===== config.mk =====
export PLATFORM = sky130hd
export DESIGN_NAME = pwm_prescaler_top_search_unit
export DESIGN_NICKNAME = d
export VERILOG_FILES = /design/src/hdl/pps_pkg.sv /design/src/hdl/pps_div.sv /design/src/hdl/pps_front.sv /design/src/hdl/pps_queue.sv /design/src/hdl/pps_back.sv /design/src/hdl/pwm_prescaler_top_search_unit.sv
export SDC_FILE = /design/constraint.sdc
export NUM_CORES = 1
export LEC_CHECK = 0
export BUFFER_PORTS_ARGS = -buffer_cell sky130_fd_sc_hd__buf_2
export CAP_MARGIN = 20
export CORE_MARGIN = 5
export CORE_UTILIZATION = 30
export CTS_CLUSTER_DIAMETER = 60
export CTS_CLUSTER_SIZE = 12
export DETAILED_ROUTE_END_ITERATION = 10
export SLEW_MARGIN = 10
export SYNTH_ARGS = -nofsm -noshare
export SYNTH_HDL_FRONTEND = slang
export SYNTH_SLANG_ARGS = --single-unit

===== constraint.sdc =====
create_clock -name clk -period 16.97 [get_ports clk]
set_input_delay 1.697 -clock clk [delete_from_list [all_inputs] [get_ports clk]]
set_output_delay 1.697 -clock clk [all_outputs]
set_load 0.01 [all_outputs]

===== src/hdl/pps_pkg.sv =====
// ----------------------------------------------------------------------------
// pps_pkg: shared types and constants for the PWM prescaler/TOP search
// Prescaler table, waveform mode codes, register indexes and queue entry.
// ----------------------------------------------------------------------------
package pps_pkg;

  localparam int CLK_W      = 25;
  localparam int WANT_W     = 16;
  localparam int TOP_W      = 16;
  localparam int ACH_W      = 18;
  localparam int DVS_W      = 19;
  localparam int TABLE_LEN  = 7;
  localparam int NUM_PRESCALERS_DEF = 7;
  localparam int QDEPTH     = 2;

  localparam logic [CLK_W-1:0] CPU_CLOCK_RST = 25'd16000000;
  localparam logic [TOP_W-1:0] MAXTOP_8      = 16'h00FF;
  localparam logic [TOP_W-1:0] MAXTOP_16     = 16'hFFFF;
  // 255 << 11, divisor of the start value on the 8-bit timer
  localparam logic [DVS_W-1:0] START_DVS_8   = 19'd522240;

  localparam logic [2:0] MODE_DEFAULT  = 3'd0;
  localparam logic [2:0] MODE_FAST_VAR = 3'd1;
  localparam logic [2:0] MODE_PC_VAR   = 3'd2;
  localparam logic [2:0] MODE_FAST_FIX = 3'd3;
  localparam logic [2:0] MODE_PC_FIX   = 3'd4;

  localparam logic [2:0] CODE_STOPPED  = 3'd0;

  localparam logic CFG_CPU_CLOCK = 1'b0;
  localparam logic CFG_CMP_TOP   = 1'b1;

  typedef enum logic [1:0] {
    K_UNUSABLE = 2'd0,
    K_DEFAULT  = 2'd1,
    K_SEARCH   = 2'd2
  } kind_t;

  typedef struct packed {
    kind_t             kind;
    logic [WANT_W-1:0] want;
    logic              is8;
    logic              fixed;
  } entry_t;

  // log2 of the prescaler at table position i
  function automatic logic [3:0] pre_shift(input logic [2:0] i);
    logic [3:0] s;
    unique case (i)
      3'd0:    s = 4'd0;
      3'd1:    s = 4'd3;
      3'd2:    s = 4'd5;
      3'd3:    s = 4'd6;
      3'd4:    s = 4'd7;
      3'd5:    s = 4'd8;
      3'd6:    s = 4'd10;
      default: s = 4'd0;
    endcase
    return s;
  endfunction

endpackage


===== src/hdl/pps_div.sv =====
// ----------------------------------------------------------------------------
// pps_div: iterative restoring divider
// One quotient bit per cycle; done pulses as the last bit is registered.
// ----------------------------------------------------------------------------
module pps_div
  import pps_pkg::*;
(
  input  logic             clk,
  input  logic             rst_n,
  input  logic             start,
  input  logic [CLK_W-1:0] dividend,
  input  logic [DVS_W-1:0] divisor,
  output logic             done,
  output logic [CLK_W-1:0] quotient
);

  localparam int CNT_W = $clog2(CLK_W);

  logic [DVS_W-1:0] dvs_r;
  logic [DVS_W:0]   rem_r, rem_nxt, trial;
  logic [CLK_W-1:0] quo_r, quo_nxt;
  logic [CNT_W-1:0] cnt_r;
  logic             busy_r, done_r;
  logic             ge;

  assign trial = {rem_r[DVS_W-1:0], quo_r[CLK_W-1]};
  assign ge    = trial >= {1'b0, dvs_r};

  always_comb begin
    rem_nxt = ge ? trial - {1'b0, dvs_r} : trial;
    quo_nxt = {quo_r[CLK_W-2:0], ge};
  end

  always_ff @(posedge clk) begin
    if (!rst_n) begin
      busy_r <= 1'b0;
      done_r <= 1'b0;
      cnt_r  <= '0;
    end else begin
      done_r <= 1'b0;
      if (start) begin
        busy_r <= 1'b1;
        cnt_r  <= CNT_W'(CLK_W - 1);
      end else if (busy_r) begin
        cnt_r <= cnt_r - 1'b1;
        if (cnt_r == '0) begin
          busy_r <= 1'b0;
          done_r <= 1'b1;
        end
      end
    end
  end

  always_ff @(posedge clk) begin
    if (start) begin
      dvs_r <= divisor;
      quo_r <= dividend;
      rem_r <= '0;
    end else if (busy_r) begin
      quo_r <= quo_nxt;
      rem_r <= rem_nxt;
    end
  end

  assign done     = done_r;
  assign quotient = quo_r;

endmodule


===== src/hdl/pps_front.sv =====
// ----------------------------------------------------------------------------
// pps_front: request intake and classification
// Registers each request and sorts it into unusable, default or search.
// ----------------------------------------------------------------------------
module pps_front
  import pps_pkg::*;
(
  input  logic              clk,
  input  logic              rst_n,
  input  logic              in_valid,
  output logic              in_ready,
  input  logic [WANT_W-1:0] in_desired_hz,
  input  logic              in_timer_is_8bit,
  input  logic              in_timer_usable,
  input  logic              cmp_top,
  output logic              push_valid,
  input  logic              push_ready,
  output entry_t            push_entry
);

  logic   v_r;
  entry_t ent_r, ent_nxt;

  always_comb begin
    ent_nxt.want  = in_desired_hz;
    ent_nxt.is8   = in_timer_is_8bit;
    ent_nxt.fixed = in_timer_is_8bit && !cmp_top;
    if (!in_timer_usable)          ent_nxt.kind = K_UNUSABLE;
    else if (in_desired_hz == '0)  ent_nxt.kind = K_DEFAULT;
    else                           ent_nxt.kind = K_SEARCH;
  end

  assign in_ready = !v_r || push_ready;

  always_ff @(posedge clk) begin
    if (!rst_n) begin
      v_r <= 1'b0;
    end else if (in_ready) begin
      v_r <= in_valid;
    end
  end

  always_ff @(posedge clk) begin
    if (in_valid && in_ready) begin
      ent_r <= ent_nxt;
    end
  end

  assign push_valid = v_r;
  assign push_entry = ent_r;

endmodule


===== src/hdl/pps_queue.sv =====
// ----------------------------------------------------------------------------
// pps_queue: short FIFO between intake and search sequencer
// ----------------------------------------------------------------------------
module pps_queue
  import pps_pkg::*;
(
  input  logic   clk,
  input  logic   rst_n,
  input  logic   push_valid,
  output logic   push_ready,
  input  entry_t push_entry,
  output logic   pop_valid,
  input  logic   pop,
  output entry_t pop_entry
);

  localparam int PTR_W = (QDEPTH > 1) ? $clog2(QDEPTH) : 1;
  localparam int CNT_W = $clog2(QDEPTH + 1);

  entry_t           mem_r [QDEPTH];
  logic [PTR_W-1:0] wp_r, rp_r;
  logic [CNT_W-1:0] cnt_r;
  logic             do_push, do_pop;

  assign push_ready = cnt_r != CNT_W'(QDEPTH);
  assign pop_valid  = cnt_r != '0;
  assign do_push    = push_valid && push_ready;
  assign do_pop     = pop && pop_valid;
  assign pop_entry  = mem_r[rp_r];

  function automatic logic [PTR_W-1:0] inc(input logic [PTR_W-1:0] p);
    return (p == PTR_W'(QDEPTH - 1)) ? '0 : p + 1'b1;
  endfunction

  always_ff @(posedge clk) begin
    if (!rst_n) begin
      wp_r  <= '0;
      rp_r  <= '0;
      cnt_r <= '0;
    end else begin
      if (do_push) wp_r <= inc(wp_r);
      if (do_pop)  rp_r <= inc(rp_r);
      if (do_push && !do_pop)      cnt_r <= cnt_r + 1'b1;
      else if (do_pop && !do_push) cnt_r <= cnt_r - 1'b1;
    end
  end

  always_ff @(posedge clk) begin
    if (do_push) mem_r[wp_r] <= push_entry;
  end

endmodule


===== src/hdl/pps_back.sv =====
// ----------------------------------------------------------------------------
// pps_back: prescaler search sequencer
// Walks the prescaler table with two shared dividers, keeps the best setting
// and loads the result register.
// ----------------------------------------------------------------------------
module pps_back
  import pps_pkg::*;
#(
  parameter int NUM_PRESCALERS = NUM_PRESCALERS_DEF
) (
  input  logic              clk,
  input  logic              rst_n,
  input  logic [CLK_W-1:0]  cpu_clock,
  input  logic              q_valid,
  output logic              q_pop,
  input  entry_t            q_entry,
  output logic              out_valid,
  input  logic              out_ready,
  output logic              out_applied,
  output logic [2:0]        out_wave_mode,
  output logic [2:0]        out_prescaler_code,
  output logic [TOP_W-1:0]  out_top_value,
  output logic [ACH_W-1:0]  out_achieved_hz
);

  localparam int LIM = (NUM_PRESCALERS < TABLE_LEN) ? NUM_PRESCALERS : TABLE_LEN;
  localparam logic [2:0] LIM_I = 3'(LIM);

  typedef enum logic [6:0] {
    S_IDLE = 7'b000_0001,
    S_NEXT = 7'b000_0010,
    S_QDIV = 7'b000_0100,
    S_TOPS = 7'b000_1000,
    S_FDIV = 7'b001_0000,
    S_UPD  = 7'b010_0000,
    S_DONE = 7'b100_0000
  } state_t;

  state_t            st_r, st_nxt;
  entry_t            ent_r;
  logic [2:0]        i_r, rank_r;
  logic [CLK_W-1:0]  best_r;
  logic [TOP_W-1:0]  rf_r, rp_r, top_r;
  logic [2:0]        mode_r, code_r;
  logic [CLK_W-1:0]  ach_r;
  logic              appl_r;
  logic              ov_r;

  logic              start_a, start_b, done_a, done_b;
  logic [CLK_W-1:0]  dvd_a, dvd_b, quo_a, quo_b;
  logic [DVS_W-1:0]  dvs_a, dvs_b;

  logic [TOP_W-1:0]  maxtop;
  logic [3:0]        sh;
  logic [CLK_W-1:0]  clk_sh, clk_sh1;
  logic              skip;
  logic [CLK_W-1:0]  rf_full, rp_full;
  logic [TOP_W-1:0]  rf_c, rp_c;
  logic [CLK_W-1:0]  want_w, db, dff, dpc;
  logic              take_f, take_p;
  logic              out_free;
  logic [13:0]       st_x;
  logic [14:0]       st_sum;
  logic [CLK_W-1:0]  best0;

  function automatic logic [CLK_W-1:0] absd(input logic [CLK_W-1:0] a,
                                            input logic [CLK_W-1:0] b);
    return (a > b) ? a - b : b - a;
  endfunction

  function automatic logic [TOP_W-1:0] clampt(input logic [CLK_W-1:0] v,
                                              input logic [TOP_W-1:0] hi);
    logic [TOP_W-1:0] r;
    if (v == '0)                          r = TOP_W'(1);
    else if (v > {{(CLK_W-TOP_W){1'b0}}, hi}) r = hi;
    else                                  r = v[TOP_W-1:0];
    return r;
  endfunction

  // start value: cpu_clock / (255 << 11) + 1 on the 8-bit timer, else 1.
  // x / 255 as (x + (x >> 8) + 1) >> 8, exact for x below 2^16 - 1, which covers the 14-bit x here.
  assign st_x   = cpu_clock[CLK_W-1:11];
  assign st_sum = {1'b0, st_x} + {9'b0, st_x[13:8]} + 15'd1;
  assign best0  = q_entry.is8 ? CLK_W'(st_sum[14:8]) + 1'b1 : CLK_W'(1);

  assign maxtop  = ent_r.is8 ? MAXTOP_8 : MAXTOP_16;
  assign sh      = pre_shift(i_r);
  assign clk_sh  = cpu_clock >> sh;
  assign clk_sh1 = cpu_clock >> (sh + 4'd1);
  assign skip    = !ent_r.is8 && (i_r == 3'd2 || i_r == 3'd4);

  assign rf_full = (quo_a == '0) ? '0 : quo_a - 1'b1;
  assign rp_full = quo_a >> 1;
  assign rf_c    = clampt(rf_full, maxtop);
  assign rp_c    = clampt(rp_full, maxtop);

  assign want_w  = {{(CLK_W-WANT_W){1'b0}}, ent_r.want};
  assign db      = absd(best_r, want_w);
  assign dff     = absd(quo_a, want_w);
  assign dpc     = absd(quo_b, want_w);
  assign take_f  = (dff < db) && (dff <= dpc);
  assign take_p  = !take_f && (dpc < db);

  assign out_free = !ov_r || out_ready;
  assign q_pop    = (st_r == S_IDLE) && q_valid;

  // divider operand selection
  always_comb begin
    start_a = 1'b0;
    start_b = 1'b0;
    dvd_a   = clk_sh;
    dvs_a   = DVS_W'(ent_r.want);
    dvd_b   = clk_sh1;
    dvs_b   = DVS_W'(rp_r);
    unique case (st_r)
      S_NEXT: start_a = (i_r != LIM_I) && !skip && !ent_r.fixed;
      S_TOPS: begin
        dvs_a   = DVS_W'({1'b0, rf_r} + 17'd1);
        start_a = 1'b1;
        start_b = 1'b1;
      end
      default: ;
    endcase
  end

  always_comb begin
    st_nxt = st_r;
    unique case (st_r)
      S_IDLE: if (q_valid) begin
        if (q_entry.kind != K_SEARCH) st_nxt = S_DONE;
        else                         st_nxt = S_NEXT;
      end
      S_NEXT: begin
        if (i_r == LIM_I)       st_nxt = S_DONE;
        else if (skip)          st_nxt = S_NEXT;
        else if (ent_r.fixed)   st_nxt = S_TOPS;
        else                    st_nxt = S_QDIV;
      end
      S_QDIV: if (done_a) st_nxt = S_TOPS;
      S_TOPS: st_nxt = S_FDIV;
      S_FDIV: if (done_a && done_b) st_nxt = S_UPD;
      S_UPD:  st_nxt = S_NEXT;
      S_DONE: if (out_free) st_nxt = S_IDLE;
      default: st_nxt = S_IDLE;
    endcase
  end

  always_ff @(posedge clk) begin
    if (!rst_n) begin
      st_r <= S_IDLE;
      ov_r <= 1'b0;
    end else begin
      st_r <= st_nxt;
      if (st_r == S_DONE && out_free) ov_r <= 1'b1;
      else if (out_ready)             ov_r <= 1'b0;
    end
  end

  always_ff @(posedge clk) begin
    unique case (st_r)
      S_IDLE: begin
        ent_r  <= q_entry;
        i_r    <= '0;
        rank_r <= '0;
        best_r <= best0;
        mode_r <= MODE_DEFAULT;
        code_r <= CODE_STOPPED;
        top_r  <= MAXTOP_8;
        ach_r  <= '0;
        appl_r <= q_entry.kind != K_UNUSABLE;
      end
      S_NEXT: begin
        if (i_r != LIM_I) begin
          if (skip) begin
            i_r <= i_r + 1'b1;
          end else begin
            rank_r <= rank_r + 1'b1;
            rf_r   <= maxtop;
            rp_r   <= maxtop;
          end
        end
      end
      S_QDIV: if (done_a) begin
        rf_r <= rf_c;
        rp_r <= rp_c;
      end
      S_UPD: begin
        if (take_f) begin
          mode_r <= ent_r.fixed ? MODE_FAST_FIX : MODE_FAST_VAR;
          best_r <= quo_a;
          ach_r  <= quo_a;
          top_r  <= rf_r;
          code_r <= ent_r.is8 ? i_r + 1'b1 : rank_r;
        end else if (take_p) begin
          mode_r <= ent_r.fixed ? MODE_PC_FIX : MODE_PC_VAR;
          best_r <= quo_b;
          ach_r  <= quo_b;
          top_r  <= rp_r;
          code_r <= ent_r.is8 ? i_r + 1'b1 : rank_r;
        end
        i_r <= i_r + 1'b1;
      end
      default: ;
    endcase
  end

  always_ff @(posedge clk) begin
    if (st_r == S_DONE && out_free) begin
      out_applied        <= appl_r;
      out_wave_mode      <= mode_r;
      out_prescaler_code <= code_r;
      out_top_value      <= top_r;
      out_achieved_hz    <= ach_r[ACH_W-1:0];
    end
  end

  assign out_valid = ov_r;

  pps_div u_div_a (
    .clk(clk), .rst_n(rst_n), .start(start_a), .dividend(dvd_a),
    .divisor(dvs_a), .done(done_a), .quotient(quo_a)
  );

  pps_div u_div_b (
    .clk(clk), .rst_n(rst_n), .start(start_b), .dividend(dvd_b),
    .divisor(dvs_b), .done(done_b), .quotient(quo_b)
  );

endmodule


===== src/hdl/pwm_prescaler_top_search_unit.sv =====
// ----------------------------------------------------------------------------
// pwm_prescaler_top_search_unit: PWM prescaler and TOP search
// Picks waveform mode, clock-select code and TOP for a requested frequency.
// ----------------------------------------------------------------------------
// Usage:
//  - Input channel (in_valid/in_ready): one transaction per request, carrying
//    desired frequency, timer kind and usability.
//  - Output channel (out_valid/out_ready): one transaction per request, in
//    request order: applied, wave mode, prescaler code, TOP, achieved Hz.
//  - Config port (cfg_we/cfg_index/cfg_data): index 0 cpu clock in Hz,
//    index 1 compare-as-TOP for the 8-bit timer. Write only while idle.
//  - Sequencing: unusable or zero-frequency requests skip the search and go
//    straight to the result register. A search runs on two shared 25-step
//    dividers: per used prescaler, a TOP quotient (skipped on fixed TOP),
//    then both frequencies at once, then bookkeeping. The sequencer takes
//    the next request only after the last result is loaded.
//  - Intake and search are split by a two-entry queue, so up to three
//    requests are taken while a search runs or a result waits.
//  - Reset (rst_n low, synchronous): queue and sequencer empty, cpu clock
//    16000000, compare-as-TOP off.
//  - A stalled receiver holds the result register; the sequencer then waits
//    and the queue fills, after which in_ready drops.
// ----------------------------------------------------------------------------
module pwm_prescaler_top_search_unit
  import pps_pkg::*;
#(
  parameter int NUM_PRESCALERS = NUM_PRESCALERS_DEF
) (
  input  logic              clk,
  input  logic              rst_n,
  input  logic              in_valid,
  output logic              in_ready,
  input  logic [WANT_W-1:0] in_desired_hz,
  input  logic              in_timer_is_8bit,
  input  logic              in_timer_usable,
  output logic              out_valid,
  input  logic              out_ready,
  output logic              out_applied,
  output logic [2:0]        out_wave_mode,
  output logic [2:0]        out_prescaler_code,
  output logic [TOP_W-1:0]  out_top_value,
  output logic [ACH_W-1:0]  out_achieved_hz,
  input  logic              cfg_we,
  input  logic              cfg_index,
  input  logic [CLK_W-1:0]  cfg_data
);

  // configuration registers
  logic [CLK_W-1:0] cpu_clock_r;
  logic             cmp_top_r;

  always_ff @(posedge clk) begin
    if (!rst_n) begin
      cpu_clock_r <= CPU_CLOCK_RST;
      cmp_top_r   <= 1'b0;
    end else if (cfg_we) begin
      unique case (cfg_index)
        CFG_CPU_CLOCK: cpu_clock_r <= cfg_data;
        CFG_CMP_TOP:   cmp_top_r   <= cfg_data[0];
        default: ;
      endcase
    end
  end

  // intake -> queue
  logic   f_valid, f_ready;
  entry_t f_entry;

  pps_front u_front (
    .clk(clk), .rst_n(rst_n),
    .in_valid(in_valid), .in_ready(in_ready),
    .in_desired_hz(in_desired_hz), .in_timer_is_8bit(in_timer_is_8bit),
    .in_timer_usable(in_timer_usable), .cmp_top(cmp_top_r),
    .push_valid(f_valid), .push_ready(f_ready), .push_entry(f_entry)
  );

  // queue -> search sequencer
  logic   q_valid, q_pop;
  entry_t q_entry;

  pps_queue u_queue (
    .clk(clk), .rst_n(rst_n),
    .push_valid(f_valid), .push_ready(f_ready), .push_entry(f_entry),
    .pop_valid(q_valid), .pop(q_pop), .pop_entry(q_entry)
  );

  pps_back #(.NUM_PRESCALERS(NUM_PRESCALERS)) u_back (
    .clk(clk), .rst_n(rst_n), .cpu_clock(cpu_clock_r),
    .q_valid(q_valid), .q_pop(q_pop), .q_entry(q_entry),
    .out_valid(out_valid), .out_ready(out_ready),
    .out_applied(out_applied), .out_wave_mode(out_wave_mode),
    .out_prescaler_code(out_prescaler_code), .out_top_value(out_top_value),
    .out_achieved_hz(out_achieved_hz)
  );

endmodule


==> impl_metrics.env <==
export IMPL_status="finished, final reports clean"
export IMPL_cp_start_kind="flop"
export IMPL_finalPower_uw=5860
export IMPL_fin_nets=3318
export IMPL_rsz0062_at_grt="no"
export IMPL_vias_per_cell=5.35
export IMPL_cts_setup_buffers=0
export IMPL_finalCritPeriodShare=0.456
export IMPL_p_clk_frac=0.169
export IMPL_multi_input_area_um2=16100
export IMPL_clk_latency_ps=610
export IMPL_synthDistinctLibCells=96
export IMPL_num_fill_cells=9652
export IMPL_die_h_um=316
export IMPL_p_int_uw=3110
export IMPL_antenna_found_initial=7
export IMPL_worstPathMaxFanout=41
export IMPL_dp_cells=4227
export IMPL_yosys_area_top_type="edfxtp_1"
export IMPL_stdcell_count=4318
export IMPL_synth_area_top_cells="edfxtp_1 (32%), ha_1 (11%), dfxtp_1 (6.6%), mux2i_1 (5.0%), a21oi_1 (3.8%)"
export IMPL_async_flop_share=0
export IMPL_numCtsBuffers=47
export IMPL_synth_edf_count=296
export IMPL_maxCapViolCount=0
export IMPL_path_clk_slew_ps=60
export IMPL_dr_pass1_iters=5
export IMPL_drtIter0Drc=2267
export IMPL_pre_cts_ws_ps=9400
export IMPL_arrival_ps=7970
export IMPL_p_leak_uw=0.0126
export IMPL_drive_gt1_frac=0.101
export IMPL_syn_avg_cell_area_um2=9.32
export IMPL_syn_inst=3011
export IMPL_wire_per_inst_um=21.5
export IMPL_via_count=23100
export IMPL_cts_tree="built"
export IMPL_htree_levels=2
export IMPL_synth_nets=3305
export IMPL_ir_drop_mv=0.112
export IMPL_cts_root_buf="clkbuf_16"
export IMPL_drtAntennaViolNets=0
export IMPL_setup_worst_path_class="flop to flop"
export IMPL_ys_seq_area_frac=0.383
export IMPL_worst_setup_path_end_kind="flop"
export IMPL_core_um2=93000
export IMPL_die_area_um2=99700
export IMPL_grt_pass1_wl_mm=138
export IMPL_totalWireLength_mm=92.6
export IMPL_pwr_share_seq=0.237
export IMPL_setup_ws_ps=9240
export IMPL_yosys_warnings=0
export IMPL_switchingPower_uw=2750
export IMPL_start_util=0.301
export IMPL_ys_seq_elements=388
export IMPL_hpwl_mm=72.0
export IMPL_grt_ovfl_total=0
export IMPL_area_growth_pct=11.7
export IMPL_power_density_nw_per_um2=187
export IMPL_io_buffers=91
export IMPL_hold_class="flop to flop"
export IMPL_swShare=0.469
export IMPL_grt_pass1_vias=21800
export IMPL_placementRows=112
export IMPL_track_usage=0.180
export IMPL_synthFlopType="edfxtp_1"
export IMPL_drcViolationCount=0
export IMPL_finalCriticalPeriod_ps=7730
export IMPL_grt_max_degree=60
export IMPL_cts_resized_gates=0
export IMPL_syn_cell_area_um2=28100
export IMPL_finalMaxSlewViolations=0
export IMPL_worst_slew_pin_slew_ps=1100
export IMPL_hold_buffers=0
export IMPL_ios=92
export IMPL_slew_headroom=0.263
export IMPL_hold_violations=0
export IMPL_clockBufferDepth=3
export IMPL_tns_ps=0
export IMPL_seqCellArea_um2=10700
export IMPL_die_w_um=316
export IMPL_fmax_mhz=129
export IMPL_required_ps=17200
export IMPL_synth_top_cell_area_share=0.317
export IMPL_combPwrFrac=0.594
export IMPL_place_gp_congestion=0.976
export IMPL_clock_skew_ps=24.8
export IMPL_setup_viol=0
export IMPL_cts_sinks=388
[critical path, stage by stage, from the launching register on]
cell and delay, ps:
edfxtp_1 590, inv_1 190, ha_1 450, nand4_1 170, nor2_1 300, o21ai_1 280
a2111oi_4 600, nor2_8 220, mux2i_1 390, o22ai_1 240, a21oi_1 250, xor2_1 300
ha_1 210, nand4_1 210, or4bb_1 520, nor3_1 440, o221a_2 340, o31ai_4 80
buf_4 290, nor3_1 280, a211o_2 380, buf_4 550
[cell type report]
class	instances	share of cell area
diodes	2	0.000160
flip-flops and latches	388	0.343
well taps	1254	0.0501
clock inverters	20	0.00667
inverters	169	0.0202
multi-input cells	2288	0.513
clock buffers	67	0.0419
repair buffers	130	0.0252
[cells in the final DEF (no fill, tap or decap), types with 42 or more instances in the layout]
| cell | count |
|---|---|
| edfxtp_1 | 296 |
| nor3_1 | 52 |
| dfxtp_1 | 92 |
| mux2i_1 | 141 |
| inv_1 | 165 |
| xor2_1 | 65 |
| nand2_1 | 279 |
| buf_2 | 91 |
| xnor2_1 | 93 |
| a21o_1 | 95 |
| a21oi_1 | 210 |
| nand4_1 | 42 |
| nand3_1 | 122 |
| ha_1 | 237 |
| nor2_1 | 178 |
| o21ai_0 | 206 |
| clkbuf_16 | 48 |
[per-stage QoR]
stage                     instance area, µm²  hold slack [ps]   util
after floorplan                        28100              400      -
after global placement                 29700              407  0.320
after detailed placement               29700              409  0.320
after CTS                              31300              423  0.336
after global routing                   31300              438  0.337
final                                  31300              421  0.337
[flip-flops by register name, indices dropped and copies added (netlist names), 17 cells and up, named ones only]
name                     cells
u_queue.mem_r               40
cpu_clock_r                 25
u_back.u_div_a.rem_r        19
u_back.u_div_b.quotient     25
u_back.ent_r                18
u_front.push_entry          20
u_back.ach_r                17
u_back.u_div_a.quotient     25
u_back.out_achieved_hz      18
u_back.u_div_b.rem_r        19
u_back.u_div_a.dvs_r        17
[power groups by stage]
stage / Sequential, µW / Combinational (µW) / Clock (µW)
finish: 1390 / 3480 / 989
floorplan: 1320 / 2520 / 0
CTS: 1390 / 3440 / 1020
detailed placement: 1410 / 3410 / 0
global placement: 1400 / 3420 / 0
global route: 1400 / 3830 / 1060
[Yosys cell counts (all sizes together), types with 29 or more instances]
cell,number
dfxtp,92
xnor2,95
nand4,42
clkbuf,125
a21o,95
inv,166
nor3,56
nor2b,36
a21boi,29
nand3,122
a211oi,38
nor2,180
o211ai,32
ha,237
xor2,65
edfxtp,296
mux2,35
buf,41
nand2,279
mux2i,141
a21oi,213
o21ai,214
[path summary, 6_finish.rpt]
check,startpoint,end,slack [ps],cells past startpoint
max reg2reg,u_back.u_div_a.quotient[7],u_back.top_r[10],9240,21
min reg2reg,u_back.top_r[11],u_back.out_top_value[11],420,0
min,u_back.top_r[11],u_back.out_top_value[11],420,0
max,u_back.u_div_a.quotient[7],u_back.top_r[10],9240,21
[cells by family (layout without fill, tap and decap cells)]
family,Yosys count,after routing,share of synthesized area
buffers and inverters,335,386,0.0469
muxes,177,177,0.0652
AOI/OAI and AO/OA,801,801,0.184
adders and majority gates,245,245,0.111
DFF,388,388,0.383
xor gates and xnor gates,160,160,0.0500
other,0,2,0
and+or+nand+nor,905,905,0.160
[layer usage]
metal,up-vias,global-route usage,part of all wire
met3,139,0.0390,0.079
met4,2,0.0591,0.035
met5,-,0,0.00013
met1,11000,0.253,0.45
met2,824,0.276,0.44
li1,11100,-,-
No activity file was read; power rests on OpenSTA's default activity.
